--- src/swm_pkg.sv ---
`default_nettype none
// ----------------------------------------------------------------------------
// swm_pkg: shared types and constants of the sliding window minimum block
// Holds the field widths, the controller states, the layout of one deque
// entry and the result item.
// ----------------------------------------------------------------------------
package swm_pkg;

  localparam int unsigned CFG_W  = 11;
  localparam int unsigned DATA_W = 32;
  localparam int unsigned POS_W  = 32;

  typedef enum logic [1:0] {
    ST_IDLE,
    ST_FRONT,
    ST_BACK
  } state_e;

  // One deque entry: sample value and its position in the stream.
  typedef struct packed {
    logic signed [DATA_W-1:0] value;
    logic        [POS_W-1:0]  pos;
  } entry_t;

  typedef struct packed {
    logic signed [DATA_W-1:0] window_min;
    logic                     window_empty;
  } result_t;

endpackage : swm_pkg

`default_nettype wire

--- src/swm_ctrl.sv ---
`default_nettype none
// ----------------------------------------------------------------------------
// swm_ctrl: deque sequencer
// Forms the result of an item from the cached front entry, then drops
// expired entries from the front, drops back entries not below the new
// sample and appends it, all through the deque memory.
// ----------------------------------------------------------------------------
module swm_ctrl #(
  parameter int unsigned MAX_WINDOW = 1024,
  parameter int unsigned AW         = 10,
  parameter int unsigned CW         = 11
) (
  input  wire logic                               clk_i,
  input  wire logic                               rst_ni,
  input  wire logic [CW-1:0]                      win_len_i,
  input  wire logic                               in_valid_i,
  output logic                                    in_ready_o,
  input  wire logic signed [swm_pkg::DATA_W-1:0]  sample_i,
  input  wire logic                               end_of_stream_i,
  output logic                                    out_valid_o,
  input  wire logic                               out_ready_i,
  output swm_pkg::result_t                        result_o,
  output logic                                    mem_we_o,
  output logic [AW-1:0]                           mem_waddr_o,
  output swm_pkg::entry_t                         mem_wdata_o,
  output logic                                    mem_re_a_o,
  output logic [AW-1:0]                           mem_raddr_a_o,
  input  wire swm_pkg::entry_t                    mem_rdata_a_i,
  output logic                                    mem_re_b_o,
  output logic [AW-1:0]                           mem_raddr_b_o,
  input  wire swm_pkg::entry_t                    mem_rdata_b_i
);

  localparam logic [AW-1:0] LAST_SLOT = AW'(MAX_WINDOW - 1);
  localparam logic [CW-1:0] FULL      = CW'(MAX_WINDOW);

  function automatic logic [AW-1:0] ring_next(input logic [AW-1:0] p);
    return (p == LAST_SLOT) ? '0 : p + AW'(1);
  endfunction

  function automatic logic [AW-1:0] ring_prev(input logic [AW-1:0] p);
    return (p == '0) ? LAST_SLOT : p - AW'(1);
  endfunction

  swm_pkg::state_e                  state_q, state_d;
  logic [AW-1:0]                    head_q, head_d;
  logic [AW-1:0]                    tail_q, tail_d;
  logic [CW-1:0]                    count_q, count_d;
  logic [swm_pkg::POS_W-1:0]        idx_q, idx_d;
  logic                             out_valid_q, out_valid_d;
  swm_pkg::entry_t                  front_q, front_d;
  logic signed [swm_pkg::DATA_W-1:0] s_q, s_d;
  logic                             last_q, last_d;
  swm_pkg::result_t                 result_q, result_d;
  logic [swm_pkg::POS_W-1:0]        win_q, win_d;

  logic                             accept;
  logic [swm_pkg::POS_W-1:0]        next_pos;
  logic [swm_pkg::POS_W-1:0]        win_ext;
  logic [AW-1:0]                    tail_prev;
  swm_pkg::entry_t                  new_entry;

  assign next_pos  = idx_q + swm_pkg::POS_W'(1);
  assign win_ext   = swm_pkg::POS_W'(win_len_i);
  assign tail_prev = ring_prev(tail_q);
  assign new_entry = '{value: s_q, pos: idx_q};

  assign in_ready_o = (state_q == swm_pkg::ST_IDLE) && (!out_valid_q || out_ready_i);
  assign accept     = in_valid_i && in_ready_o;

  always_comb begin
    state_d       = state_q;
    head_d        = head_q;
    tail_d        = tail_q;
    count_d       = count_q;
    idx_d         = idx_q;
    out_valid_d   = out_valid_q && !out_ready_i;
    front_d       = front_q;
    s_d           = s_q;
    last_d        = last_q;
    result_d      = result_q;
    win_d         = win_q;
    mem_we_o      = 1'b0;
    mem_waddr_o   = tail_q;
    mem_wdata_o   = new_entry;
    mem_re_a_o    = 1'b0;
    mem_raddr_a_o = ring_next(head_q);
    mem_re_b_o    = 1'b0;
    mem_raddr_b_o = tail_prev;

    unique case (state_q)
      swm_pkg::ST_IDLE: begin
        if (accept) begin
          out_valid_d = 1'b1;
          result_d.window_empty = (count_q == '0);
          result_d.window_min   = (count_q == '0) ? '0 : front_q.value;
          s_d        = sample_i;
          last_d     = end_of_stream_i;
          // The window is held for the whole item, so a later write only
          // affects the next one.
          win_d      = win_ext;
          // The back entry is fetched now; front drops leave the tail alone.
          mem_re_b_o = 1'b1;
          if ((count_q != '0) && ((next_pos - front_q.pos) > win_ext)) begin
            head_d     = ring_next(head_q);
            count_d    = count_q - CW'(1);
            mem_re_a_o = 1'b1;
            state_d    = swm_pkg::ST_FRONT;
          end else begin
            state_d = swm_pkg::ST_BACK;
          end
        end
      end

      swm_pkg::ST_FRONT: begin
        // The entry now at the head has just been read; it becomes the cache.
        front_d = mem_rdata_a_i;
        if ((count_q != '0) && ((next_pos - mem_rdata_a_i.pos) > win_q)) begin
          head_d     = ring_next(head_q);
          count_d    = count_q - CW'(1);
          mem_re_a_o = 1'b1;
        end else begin
          state_d = swm_pkg::ST_BACK;
        end
      end

      swm_pkg::ST_BACK: begin
        if ((count_q != '0) && ($signed(mem_rdata_b_i.value) >= $signed(s_q))) begin
          tail_d        = tail_prev;
          count_d       = count_q - CW'(1);
          mem_re_b_o    = 1'b1;
          mem_raddr_b_o = ring_prev(tail_prev);
        end else begin
          if (count_q != FULL) begin
            mem_we_o = 1'b1;
            tail_d   = ring_next(tail_q);
            count_d  = count_q + CW'(1);
            if (count_q == '0) begin
              front_d = new_entry;
            end
          end
          idx_d   = next_pos;
          state_d = swm_pkg::ST_IDLE;
          if (last_q) begin
            head_d  = '0;
            tail_d  = '0;
            count_d = '0;
            idx_d   = '0;
          end
        end
      end

      default: begin
        state_d = swm_pkg::ST_IDLE;
      end
    endcase
  end

  always_ff @(posedge clk_i or negedge rst_ni) begin
    if (!rst_ni) begin
      state_q     <= swm_pkg::ST_IDLE;
      head_q      <= '0;
      tail_q      <= '0;
      count_q     <= '0;
      idx_q       <= '0;
      out_valid_q <= 1'b0;
    end else begin
      state_q     <= state_d;
      head_q      <= head_d;
      tail_q      <= tail_d;
      count_q     <= count_d;
      idx_q       <= idx_d;
      out_valid_q <= out_valid_d;
    end
  end

  always_ff @(posedge clk_i) begin
    front_q  <= front_d;
    s_q      <= s_d;
    last_q   <= last_d;
    result_q <= result_d;
    win_q    <= win_d;
  end

  assign out_valid_o = out_valid_q;
  assign result_o    = result_q;

endmodule : swm_ctrl

`default_nettype wire

--- config.mk ---
export PLATFORM = sky130hd
export DESIGN_NAME = swm_ctrl
export DESIGN_NICKNAME = d
export VERILOG_FILES = /design/src/swm_pkg.sv /design/src/swm_ctrl.sv
export SDC_FILE = /design/constraint.sdc
export NUM_CORES = 1
export LEC_CHECK = 0
export ABC_CLOCK_PERIOD_IN_PS = 5400
export BUFFER_PORTS_ARGS = -buffer_cell sky130_fd_sc_hd__buf_4
export CAP_MARGIN = 15
export CORE_UTILIZATION = 29
export CTS_CLUSTER_DIAMETER = 120
export DETAILED_ROUTE_END_ITERATION = 10
export PLACE_DENSITY_LB_ADDON = 0.08
export SYNTH_ARGS = -nofsm -noshare
export SYNTH_HDL_FRONTEND = slang
export SYNTH_SLANG_ARGS = --single-unit
--- constraint.sdc ---
create_clock -name clk_i -period 5.4 [get_ports clk_i]
set_input_delay 0.81 -clock clk_i [delete_from_list [all_inputs] [get_ports clk_i]]
set_output_delay 0.81 -clock clk_i [all_outputs]
set_load 0.01 [all_outputs]
==> results of run 1 <==
## stage by stage
step | std cells | hold slack, ps
finish | 2984 | 140
detailed placement | 2911 | 520
CTS | 2971 | 115
global placement | 2911 | 512
floorplan | 1718 | 503
global route | 2984 | 142
## worst paths after layout
| path | start | endpoint | slack, ps | depth (start not counted) |
|---|---|---|---|---|
| max | idx_q[7] | mem_re_a_o | -600 | 22 |
| min | rst_ni | head_q[9] | 140 | 1 |
| max reg2reg | idx_q[7] | head_q[1] | 80 | 26 |
| min reg2reg | front_q[32] | result_o[1] | 530 | 1 |
| max in group asynchronous | rst_ni | idx_q[4] | 4260 | 2 |
| min in group clk_i | end_of_stream_i | last_q | 390 | 1 |
## timing repair
action / in CTS / in global routing
pin swaps: 33 / 30
cloned: 0 / 0
setup endpoints to repair: 22 / 22
resized for setup: 58 / 53
hold buffers: 0 / 0
setup buffers: 13 / 13
## layer usage
layer	routed length, um	GRT usage, %	up-vias
met2	26500	34.9	312
met1	24000	25.7	6952
met3	3130	4.38	60
li1	-	-	7327
met5	0	0	-
met4	1050	4.24	0
## cells in the mapped netlist (all sizes together), types with 40 or more instances
master  instances
inv           153
a21oi         124
edfxtp        141
ha            123
nor2           84
nand3          40
nor2b          45
clkbuf         52
o21ai         173
dfrtp          66
xnor2          56
nand2         228
## layout by cell type (no fill, tap or decap), types with 32 or more instances in the layout
master / count
buf_4: 603
nand2_1: 222
o21ai_0: 156
inv_1: 149
edfxtp_1: 141
ha_1: 111
a21oi_1: 108
nor2_1: 79
dfrtp_1: 61
xnor2_1: 47
nor2b_1: 45
nand3_1: 32
## state kept, by name, indices dropped and copies added, names as in the netlist, 10 cells and up
| register | flops |
|---|---|
| idx_q | 32 |
| front_q | 64 |
| mem_waddr_o | 10 |
| count_q | 11 |
| win_q | 11 |
| head_q | 10 |
| s_q | 32 |
| result_o | 33 |
## cell type report
class                      count  area [um^2]
tap                          680          851
clock buffer                  34          733
timing repair buffer         612         4640
fill                        5228        29700
multi-input combinational   1285         9040
inverter                     153          579
sequential                   207         5890
clock inverter                13          114
## report_power, final
part | switching, uW | internal, uW | leakage [uW]
Clock | 760 | 1010 | 0.000411
Combinational | 851 | 782 | 0.00743
Sequential | 154 | 1950 | 0.00223
Total | 1770 | 3740 | 0.0101
## critical path: cells and delay by family (launching register included)
kind,cells,cell delay [ps]
xor+xnor,1,230
compound gates,4,680
flops,1,350
simple gates,11,2570
fa+ha+maj,1,200
buf+inv,5,620
## cell families after synthesis
group / Yosys count / synth area share [%]
AOI/OAI and AO/OA: 496 / 20.9
xor gates and xnor gates: 88 / 5.17
adders and majority gates: 125 / 10.4
buffers and inverters: 226 / 5.76
DFF: 207 / 38.7
muxes: 12 / 0.848
and+or+nand+nor: 564 / 18.2
==> reports/results.txt, run 1 <==
post-synth top area share = 27.9%
setup violators final = 1
startpoint types = flop
Mapped Area = 15,200 um^2
maximum clock rate = 0.167 GHz
antenna fix cells = 0
gr ovfl total = 0
Slew @ Worst Pin = 978 ps
period utilisation layout = 111%
final net count = 2,588
setup_tns = -603 ps
CTS buffer count = 28
Unique masters post-synth = 95
sequential fraction of the synthesis area = 38.7%
via count = 14,700
cell area after layout = 21,800 um^2
Crit-path slowest cell = or4_4
critical path data required time = 4590 ps
input/output buffers = 275
final WL = 54,700 um
clock slew at reported path FFs = 60 ps
max cap viols = 0
Clock Sinks = 207
Clock Latency Late Sink = 600 ps
CP Capture Type = output port
crit path max fanout = 3
DRC Markers = 0
Max rail drop VDD = 0.252 mV
Clock Skew = 48.6 ps
Static Leak = 0.0101 uW
Final Critical Period = 6000 ps
die width = 231 um
crit-path most repeated cell = buf_4
FP Rows = 83
DR WL/cell = 18.3 um
WP data arrival = 5190 ps
Design Power = 5500 uW
Final Util = 42.4%
initial core utilization = 29.5%
Post-synth EDFFs = 141
CTS tree = done
Die ar. = 53,300 um^2
RSZ-0062 raised after global routing = true
placed wire-length estimate = 43,000 um
H-tree Lvls = 1
antenna-violating nets left = 0
largest net degree at the start of global routing = 65
Area after DPL = 20,200 um^2
CTS Root Cell = clkbuf_16
die height = 231 um
syn avg cell area = 8.85 um^2
Clock Tree Buf Depth = 3
Final Max Tran Viols = 0
first-pass GRT wire length = 84,000 um
WS Path Type = reg -> out
RePlAce Congestion = 0.884
Syn Inst Count = 1,718
Worst Setup Slack post-DPL = -443 ps
vias in the first global route = 14,800
initial antenna violation count = 0
area leader, netlist = edfxtp_1
Synth-to-Final Area Change = 43.7%
Yosys Warn Count = 0
setup ws final = -603 ps
ranking of synthesized cells by area = edfxtp_1, dfrtp_1, ha_1, nand2_1, o21ai_0
Post-synth ARST share = 31.9%
CP Cell Sequence = nand4_1 > or2_4 > nor2_2 > buf_4 > nand3_4 > nor3_4 > and2_4 > nand4_1 > xnor2_2 > ha_4 > or3_1 > a2bb2oi_2 > buf_4 > buf_4 > nand2b_1 > o221ai_1 > or4_4 > nor4_4 > a31oi_4 > a22oi_4 > inv_2 > buf_6
relative slew slack = 34.8%
Post-synth top flop = edfxtp_1
Core Area = 51,500 um^2
Power Density = 252 nW/um^2
I/O pin count = 308
DRT Pass-1 Iters = 7
failing checks = negative setup slack
Max stage delay on crit path = 550 ps
Hold Fails Final Rpt = 0
Iteration-0 DRC Markers = 766
drt via density = 4.91
status = finished, violations left
layout cells sized above 1 = 33.6%
Synth Register Bits = 207
Synth Net Count = 2,019
GR Util All Layers = 20.2%
worst min path class = in -> async
Power figures use the tool's default switching activity.
==> inputs of run 2 (changes only) <==
--- a/config.mk
+++ b/config.mk
@@ -12,6 +12,7 @@
 export CTS_CLUSTER_DIAMETER = 120
 export DETAILED_ROUTE_END_ITERATION = 10
 export PLACE_DENSITY_LB_ADDON = 0.08
+export SETUP_SLACK_MARGIN = 0.15
 export SYNTH_ARGS = -nofsm -noshare
 export SYNTH_HDL_FRONTEND = slang
 export SYNTH_SLANG_ARGS = --single-unit
==> reports/results.txt, run 2 (synthesis gave the netlist of run 1 again) <==
input/output buffers = 275
H-tree Lvls = 1
I/O pin count = 308
via count = 14,700
RePlAce Congestion = 0.893
vias in the first global route = 14,900
CTS buffer count = 28
crit-path most repeated cell = nand4_1
setup_tns = -529 ps
largest net degree at the start of global routing = 74
final net count = 2,581
Max stage delay on crit path = 340 ps
max cap viols = 0
DR WL/cell = 18.4 um
CTS tree = done
crit path max fanout = 3
max reg flops = 64
worst min path class = in -> async
Power Density = 266 nW/um^2
critical path data required time = 4590 ps
Static Leak = 0.0102 uW
first-pass GRT wire length = 83,800 um
most flop-heavy register = front_q
initial antenna violation count = 2
Final Critical Period = 5930 ps
placed wire-length estimate = 43,100 um
area of the multi-input gates = 9130 um^2
setup violators final = 1
Clock Skew = 51.6 ps
maximum clock rate = 0.169 GHz
Hold Fails Final Rpt = 0
period utilisation layout = 110%
Clock Sinks = 207
relative slew slack = 20.1%
Max rail drop VDD = 0.240 mV
GR Util All Layers = 20.1%
CP Capture Type = output port
antenna-violating nets left = 0
Clock Latency Late Sink = 600 ps
initial core utilization = 29.5%
Iteration-0 DRC Markers = 760
DRT Pass-1 Iters = 5
most common cell after layout, fill and taps aside = buf_4
Die ar. = 53,300 um^2
Core Area = 51,500 um^2
Area after DPL = 20,200 um^2
Sequential Area = 5890 um^2
status = finished, violations left
clock slew at reported path FFs = 60 ps
startpoint types = flop
die height = 231 um
Fillers = 5,215
most frequent cells in the layout = buf_4, nand2_1, o21ai_0, inv_1, edfxtp_1
Final Max Tran Viols = 0
Design Power = 5860 uW
Post-Layout Cell Count = 2,984
layout cells sized above 1 = 34.4%
DRC Markers = 0
setup ws final = -529 ps
FP Rows = 83
RSZ-0062 raised after global routing = true
Slew @ Worst Pin = 1190 ps
die width = 231 um
Clock Tree Buf Depth = 3
worst hold margin = 112 ps
placed cell count = 2,906
failing checks = negative setup slack
WP data arrival = 5120 ps
Synth-to-Final Area Change = 45.1%
cell area after layout = 22,100 um^2
CTS Root Cell = clkbuf_16
gr ovfl total = 0
Crit-path slowest cell = dfrtp_1
final WL = 54,800 um
CP Cell Sequence = nand4_1 > or2_4 > nor2_4 > nand3_2 > nor3_4 > and2_4 > nand4_1 > xnor2_2 > buf_4 > buf_4 > ha_1 > and2_1 > nand2_1 > a32oi_2 > mux2i_1 > nor4_2 > nand4_1 > nor4_4 > a21oi_2 > a22oi_4 > inv_2 > buf_6
WS Path Type = reg -> out
drt via density = 4.93
[run 2: cell type report]
type / instances / share of cell area, %
clock inverters: 17 / 1.36
inverters: 153 / 2.61
diodes: 2 / 0.0227
repair buffers: 605 / 20.8
multi-input cells: 1285 / 41.4
flip-flops and latches: 207 / 26.7
well taps: 680 / 3.86
clock buffers: 35 / 3.34
[run 2: power by group]
| group | leakage (uW) | internal (uW) | switching, uW |
|---|---|---|---|
| Combinational | 0.00744 | 790 | 860 |
| Clock | 0.000492 | 1310 | 792 |
| Sequential | 0.00224 | 1950 | 157 |
[run 2: through the flow]
| step | utilization [%] | setup WS, ps |
|---|---|---|
| final | 42.8 | -529 |
| after global routing | 42.8 | -764 |
| after CTS | 41.7 | -790 |
| after detailed placement | 39.2 | -475 |
| after global placement | 39.2 | -439 |
| after floorplan | - | 165 |
[run 2: final timing paths]
kind	start	end	slack (ps)	depth (start not counted)
worst min register to register	front_q[44]	result_o[13]	530	1
worst max-delay path	idx_q[10]	mem_re_a_o	-530	22
worst min-delay path	rst_ni	head_q[5]	110	1
max in group asynchronous	rst_ni	idx_q[0]	4230	2
worst max register to register	idx_q[10]	count_q[10]	240	24
min in group clk_i	sample_i[21]	s_q[21]	380	1
[run 2: critical path: cells and delay by family (launching register included)]
kind | cells | cell delay, ps
buffers and inverters | 4 | 460
muxes | 1 | 160
DFF | 1 | 340
and+or+nand+nor | 12 | 2490
adders and majority gates | 1 | 270
AOI/OAI and AO/OA | 3 | 600
xor gates and xnor gates | 1 | 220
[run 2: per-layer routing]
metal	wire length [um]	GRT usage, %	part of all wire [%]	vias up
li1	-	-	-	7325
met1	23900	25.4	44	6959
met2	26400	34.7	48	346
met3	3170	4.45	5.8	67
met4	1380	4.86	2.5	2
met5	13	0	0.024	-
[run 2: what timing repair did]
action,CTS,global route
endpoints found under the setup margin,23,32
pin swaps,23,43
cloned,0,1
buffers inserted,12,11
hold buffers,0,0
gates resized for setup,36,89
